**config.mk**
```make
export PLATFORM = sky130hd
export DESIGN_NAME = blca_alu
export DESIGN_NICKNAME = d
export VERILOG_FILES = /design/src/rtl/binary_lifting_lca_query_macros.svh /design/src/rtl/blca_pkg.sv /design/src/rtl/blca_alu.sv
export SDC_FILE = /design/constraint.sdc
export NUM_CORES = 1
export LEC_CHECK = 0
export BUFFER_PORTS_ARGS = -buffer_cell sky130_fd_sc_hd__buf_2
export CORE_MARGIN = 2
export CORE_UTILIZATION = 41
export DETAILED_ROUTE_END_ITERATION = 8
export GPL_ROUTABILITY_DRIVEN = 0
export PLACE_DENSITY = 0.78
export RECOVER_POWER = 25
export SYNTH_ARGS = -nofsm -noshare
export SYNTH_HDL_FRONTEND = slang
export SYNTH_SLANG_ARGS = --single-unit
```
**constraint.sdc**
```tcl
create_clock -name vclk -period 3.15
set_clock_uncertainty 0.1 [all_clocks]
set_input_delay 0.315 -clock vclk [all_inputs]
set_output_delay 0.315 -clock vclk [all_outputs]
set_load 0.05 [all_outputs]
```
**src/rtl/binary_lifting_lca_query_macros.svh**
```systemverilog
// assertion macros for the lca query block
// used by the top level; needs no other file
`ifndef BINARY_LIFTING_LCA_QUERY_MACROS_SVH
`define BINARY_LIFTING_LCA_QUERY_MACROS_SVH

`ifndef NO_ASSERTIONS
// property that must hold at every edge out of reset
`define BLCA_ASSERT_ALWAYS(lbl, clk, rst, expr, msg) \
  lbl: assert property (@(posedge clk) disable iff (rst) (expr)) else $error(msg);
// same-cycle implication
`define BLCA_ASSERT_IMPL(lbl, clk, rst, ante, cons, msg) \
  lbl: assert property (@(posedge clk) disable iff (rst) (ante) |-> (cons)) else $error(msg);
`else
`define BLCA_ASSERT_ALWAYS(lbl, clk, rst, expr, msg)
`define BLCA_ASSERT_IMPL(lbl, clk, rst, ante, cons, msg)
`endif

`endif

```
**src/rtl/blca_pkg.sv**
```systemverilog
// shared types, widths and codes of the lca query block
// no dependencies
package blca_pkg;

  // sizes
  localparam int NODE_W  = 10;
  localparam int NODES   = 1 << NODE_W;
  localparam int DEPTH_W = 10;
  localparam int DIST_W  = 11;
  localparam int LEVELS  = 10;
  localparam int LVL_W   = $clog2(LEVELS);
  localparam int JT_AW   = NODE_W + LVL_W;
  localparam int JT_DEPTH = 1 << JT_AW;
  localparam int OP_W    = 2;

  // stream packing
  localparam int IN_TDATA_W  = ((2 * NODE_W + DEPTH_W + 7) / 8) * 8;
  localparam int IN_PAD_W    = IN_TDATA_W - 2 * NODE_W - DEPTH_W;
  localparam int OUT_TDATA_W = ((NODE_W + DIST_W + 7) / 8) * 8;
  localparam int OUT_PAD_W   = OUT_TDATA_W - NODE_W - DIST_W;

  localparam logic [LVL_W-1:0] LVL_ZERO   = '0;
  localparam logic [LVL_W-1:0] LVL_TOP    = LVL_W'(LEVELS - 1);
  localparam logic [LVL_W-1:0] LVL_BLD_END = LVL_W'(LEVELS - 2);

  // command codes
  localparam logic [OP_W-1:0] OP_LOAD  = 2'd0;
  localparam logic [OP_W-1:0] OP_BUILD = 2'd1;
  localparam logic [OP_W-1:0] OP_QUERY = 2'd2;

  typedef enum logic {
    ALU_ADD,
    ALU_SUB
  } alu_op_t;

  typedef struct packed {
    logic              borrow;
    logic              zero;
    logic [DIST_W-1:0] value;
  } alu_res_t;

  typedef enum logic [3:0] {
    ST_IDLE,
    ST_Q_DB,
    ST_Q_SWAP,
    ST_Q_NEG,
    ST_Q_LIFT,
    ST_Q_LWAIT,
    ST_Q_EQ,
    ST_Q_CLIMB,
    ST_Q_ANC,
    ST_Q_DANC,
    ST_Q_SUM,
    ST_Q_OUT,
    ST_B_INIT,
    ST_B_RD1,
    ST_B_RD2,
    ST_B_WR
  } blca_state_t;

endpackage

```
**src/rtl/blca_alu.sv**
```systemverilog
// shared add / subtract / compare unit of the lca query block
// depends on blca_pkg
module blca_alu import blca_pkg::*; (
  input  alu_op_t           op,
  input  logic [DIST_W-1:0] a,
  input  logic [DIST_W-1:0] b,
  output alu_res_t          res
);

  logic            sub;
  logic [DIST_W:0] wide;

  // one adder: subtract as a plus inverted b plus one
  always_comb begin
    sub        = (op == ALU_SUB);
    wide       = {1'b0, a} + {1'b0, (sub ? ~b : b)} + {{DIST_W{1'b0}}, sub};
    res.value  = wide[DIST_W-1:0];
    res.zero   = (wide[DIST_W-1:0] == '0);
    res.borrow = sub & ~wide[DIST_W];
  end

endmodule

```
==> results of run 1 <==
-- kinds of logic (layout without fill, tap and decap cells) --
family,count (synthesis),count (layout)
compound gates,18,18
mux,1,1
fa+ha+maj,11,11
xor+xnor,20,20
buf+inv,5,63
simple gates,11,11
-- power by group --
part	internal, mW	leakage, nW	switching [mW]
Clock	0	0	0
Sequential	0	0	0
Combinational	0.208	0.577	0.332
Total	0.208	0.577	0.332
-- per-layer routing --
metal | part of all wire (%) | wire length, um | vias up | global-route usage [%]
li1 | - | - | 357 | -
met5 | 0 | 0 | - | 0
met1 | 39 | 879 | 343 | 24.8
met4 | 3.4 | 76 | 0 | 4.84
met2 | 54 | 1210 | 29 | 54.3
met3 | 3.6 | 82 | 8 | 2.17
-- how the worst min path moves through the flow --
stage          from       to  slack, ps  depth (start not counted)
6_report       a[0]   res[0]       1000                          3
5_1_grt        a[0]   res[0]       1010                          3
4_1_cts        a[0]   res[0]        910                          3
3_5_place_dp   a[0]   res[0]        910                          3
3_3_place_gp   a[0]   res[0]        900                          3
2_1_floorplan    op  res[12]        700                          2
-- Yosys cell counts --
library cell | number | area [um^2]
xor2_1 | 16 | 140
ha_1 | 10 | 125
a21o_1 | 4 | 30.0
inv_1 | 4 | 15.0
xnor2_1 | 4 | 35.0
a21oi_1 | 3 | 15.0
o21bai_1 | 3 | 22.5
a221oi_1 | 2 | 17.5
and3_1 | 2 | 12.5
nand2_1 | 2 | 7.51
or3_1 | 2 | 12.5
a221o_1 | 1 | 10.0
a31oi_1 | 1 | 6.26
a31oi_4 | 1 | 21.3
buf_1 | 1 | 3.75
fa_1 | 1 | 20.0
mux2_4 | 1 | 15.0
nand2b_1 | 1 | 6.26
nand3_1 | 1 | 5.00
nor2_1 | 1 | 3.75
nor4_2 | 1 | 12.5
o21ai_0 | 1 | 5.00
o21ai_1 | 1 | 5.00
o221ai_2 | 1 | 15.0
or4_1 | 1 | 7.51
-- area by class of cell --
class | instances | area, um^2 | area share (%)
Multi-Input combinational cell | 61 | 726 | 62.6
Timing Repair Buffer | 59 | 399 | 34.4
Tap cell | 15 | 18.8 | 1.62
Inverter | 4 | 15.0 | 1.30
-- critical path, cell delays in order --
cell	delay (ps)
buf_6	110
buf_6	130
xor2_1	240
ha_1	330
a21oi_2	240
o221ai_4	170
xor2_4	180
or4_4	540
or3_4	390
nor4_4	150
buf_6	190
-- metrics by stage --
step | cells | cell area (um^2)
final | 139 | 1160
after floorplan | 66 | 716
after global routing | 139 | 1160
after detailed placement | 133 | 1030
after CTS | 139 | 1120
after global placement | 133 | 1030
-- repair_timing --
action / CTS / global route
setup buffers: 6 / 0
pin swaps: 8 / 2
resized for setup: 8 / 10
endpoints found under the setup margin: 3 / 5
==> reports/qor.yml, run 1 <==
postSynthNetCount: 100
grt_pass1_vias: 688
nFlopsAndLatches: 0
first_iter_violations: 7
worst-slew-pin-transition_ps: 590
crit_end_element: "output port"
post_synth.cell_area_avg_um2: 8.63
final_layout_size_suffix_gt1_share_pct: 63.7
holdCritPathClass: "in -> out"
max_freq_ghz: 0.293
cp.arrival_ps: 3000
total_area_of_sequential_cells_um2: 0
mostFrequentLayoutCell: "buf_2"
place_hpwl_um: 1490
starting_density_of_the_core_pct: 43.8
crit_path_start_kind: "primary input"
synthMuxAreaShare_pct: 2.64
wire_per_inst_um: 16.2
grt.overflow.total: 0
number_of_max_slew_violations_in_the_final_report: 0
port_buffers: 36
ys_seq_area_share_pct: 0
syn_area_um2: 569
via_count: 737
adder_cell_area_share_of_the_yosys_netlist_pct: 25.5
detail_route.vias_per_cell: 5.30
synth_simple_gate_area_share_pct: 11.9
insertedDiodeCount: 0
grt_start_max_net_pins: 6
timing.setup.tns_ps: -267
finalWorstPathRequiredPeriod_ps: 3420
max-cap-violations: 0
design_power_total_uw: 539
slew_headroom_pct: 60.8
synthToLayoutAreaGrowth_pct: 104
nets_finish: 160
design.die.area_um2: 1700
core-area_um2: 1300
grt_util_all_layers_pct: 25.2
antenna_left: 0
worst_setup_path_startpoint: "op"
post-route-worst-setup-slack_ps: -267
synth_compound_gate_area_share_pct: 25.9
synth_top_family_by_area: "XOR/XNOR gates"
n_clock_buffer: 0
die_height_um: 41.3
post-route-drc-count: 0
crit_path_end: "res[11]"
rsz0062_at_grt: "true"
worst_hold_slack_ps: 999
fin_util_pct: 89.0
timing.critical_path.required_ps: 2730
ys_warn_count: 0
synthesis.instances: 66
part_of_the_cycle_the_worst_path_needs_pct: 108
run_status: "finished with violations"
route.final.wire_length_um: 2250
hold_viol: 0
synthXorXnorAreaFrac_pct: 30.8
mostFrequentLayoutCells: "buf_2 (27), buf_4 (23), xor2_1 (9), ha_1 (9)"
power-per-cell-area_nw_per_um2: 466
detail_route.first_pass.iterations: 3
grt_first_pass_wirelength_um: 2800
violations: "setup timing"
placement.setup.worst_slack_ps: -337
number_of_antenna_violations_at_the_first_check_in_global_routing: 0
dieWidth_um: 41.3
rows: 13
max-vdd-ir-drop_mv: 0.314
criticalPathCategory: "in -> out"
cts.hold.buffers_added: 0
ys_types: 25
worst-path-max-fanout: 5
n_fill_cell: 59
setup-violations-final: 1
static-leakage-power_nw: 0.577
ioPinCount: 36
(Power assumes the default switching activity.)
==> run 2, diff against run 1 <==
--- a/config.mk
+++ b/config.mk
@@ -10,7 +10,7 @@
 export CORE_UTILIZATION = 41
 export DETAILED_ROUTE_END_ITERATION = 8
 export GPL_ROUTABILITY_DRIVEN = 0
-export PLACE_DENSITY = 0.78
+export PLACE_DENSITY = 0.8
 export RECOVER_POWER = 25
 export SYNTH_ARGS = -nofsm -noshare
 export SYNTH_HDL_FRONTEND = slang
==> constraint.sdc (replaced) <==
create_clock -name vclk -period 3.15
set_clock_uncertainty 0.1 [all_clocks]
set_input_delay 0 -clock vclk [all_inputs]
set_output_delay 0 -clock vclk [all_outputs]
set_load 0.05 [all_outputs]
==> reports/qor.yml, run 2 (synthesis gave the netlist of run 1 again) <==
ioPinCount: 36
timing.critical_path.required_ps: 3050
worst-path-max-fanout: 6
hold_viol: 0
design.die.area_um2: 1700
max-vdd-ir-drop_mv: 0.377
port_buffers: 36
first_iter_violations: 7
power_switching_share_pct: 71.6
wire_per_inst_um: 12.4
route.final.wire_length_um: 1450
switchingPower_uw: 279
grt_util_all_layers_pct: 19.5
post_cts_resized: 0
antenna_left: 0
detail_route.vias_per_cell: 5.33
holdCritPathClass: "in -> out"
comb_power_share_pct: 100.0
run_status: "completed"
place_hpwl_um: 1310
mostFrequentLayoutCell: "buf_2"
rows: 13
post-route-drc-count: 0
worst_setup_path_startpoint: "op"
cp.arrival_ps: 2820
groute.layer.met2.usage_pct: 39.8
grt_start_max_net_pins: 8
crit_end_element: "output port"
crit_path_cell_trace: "buf_2 -> mux2_4 -> fa_1 -> a21oi_1 -> o221ai_2 -> xor2_1 -> or4_1 -> or3_1 -> nor4_4 -> buf_2"
cpLargestDelayFamily: "simple AND/OR/NAND/NOR gates"
sequentialPowerShare_pct: 0
cpMostUsedCell: "buf_2"
cell_internal_pwr_uw: 110
nets_finish: 138
die_height_um: 41.3
worstPathBufferInverterCount: 2
worst_hold_slack_ps: 380
post_cts.repair.setup_buffers: 0
n_clock_buffer: 0
number_of_max_slew_violations_in_the_final_report: 0
max_freq_ghz: 0.342
starting_density_of_the_core_pct: 43.8
detail_route.first_pass.iterations: 4
design_power_total_uw: 389
mostFrequentLayoutCells: "buf_2 (33), xor2_1 (16), ha_1 (10)"
clock_power_share_pct: 0
static-leakage-power_nw: 0.422
core-area_um2: 1300
total_area_of_sequential_cells_um2: 0
via_count: 624
power-per-cell-area_nw_per_um2: 496
synthToLayoutAreaGrowth_pct: 37.8
dieWidth_um: 41.3
finalWorstPathRequiredPeriod_ps: 2920
part_of_the_cycle_the_worst_path_needs_pct: 92.8
max-cap-violations: 0
setup-violations-final: 0
grt_util_met3_pct: 0
grt.overflow.total: 0
critPathMaxStageDelay_ps: 520
crit_path_end: "res[11]"
grt_first_pass_wirelength_um: 2270
gr-usage-met1_pct: 22.9
final_layout_size_suffix_gt1_share_pct: 38.2
grt_pass1_vias: 553
cts.hold.buffers_added: 0
rsz0062_at_grt: "false"
crit_path_start_kind: "primary input"
nFlopsAndLatches: 0
criticalPathCategory: "in -> out"
worstSetupPathDepth: 10
number_of_antenna_violations_at_the_first_check_in_global_routing: 0
insertedDiodeCount: 0
slew_headroom_pct: 60.8
worst-slew-pin-transition_ps: 590
timing.setup.tns_ps: 0
gr-max-usage-layer: "met2"
slowest_stage: "or4_1"
run 2: changes by cell type in the layout (fill, tap and decap cells not counted), sizes merged:
cell / before / now
buf: 56 / 34
run 2: layer usage:
metal	up-vias	part of all wire, %
met5	-	0
met4	0	0
met3	0	6.5
met2	22	55
met1	288	38
li1	314	-
run 2: layout make-up:
class	count	area [um^2]
fillers	133	517
inverters	4	15.0
multi-input cells	61	567
well taps	15	18.8
repair buffers	37	184
run 2: worst min path at each step:
| stage | start | to | slack [ps] | cells past startpoint |
|---|---|---|---|---|
| global route | a[0] | res[0] | 390 | 3 |
| global placement | a[0] | res[0] | 270 | 3 |
| floorplan | op | res[12] | 130 | 2 |
| detailed placement | a[0] | res[0] | 290 | 3 |
| CTS | a[0] | res[0] | 290 | 3 |
| finish | a[0] | res[0] | 380 | 3 |
run 2: power by group through the flow:
stage                     Sequential, mW  Clock (mW)  Combinational, mW
after global routing                   0           0              0.414
after floorplan                        0           0              0.308
after CTS                              0           0              0.392
final                                  0           0              0.389
after detailed placement               0           0              0.390
after global placement                 0           0              0.386
run 2: through the flow:
step	cells	setup slack, ps	utilization, %	instance area [um^2]
finish	117	226	60.3	785
global route	117	51.3	60.3	785
CTS	117	223	60.6	788
detailed placement	117	242	60.6	788
global placement	117	294	60.6	788
floorplan	66	0.862	-	587
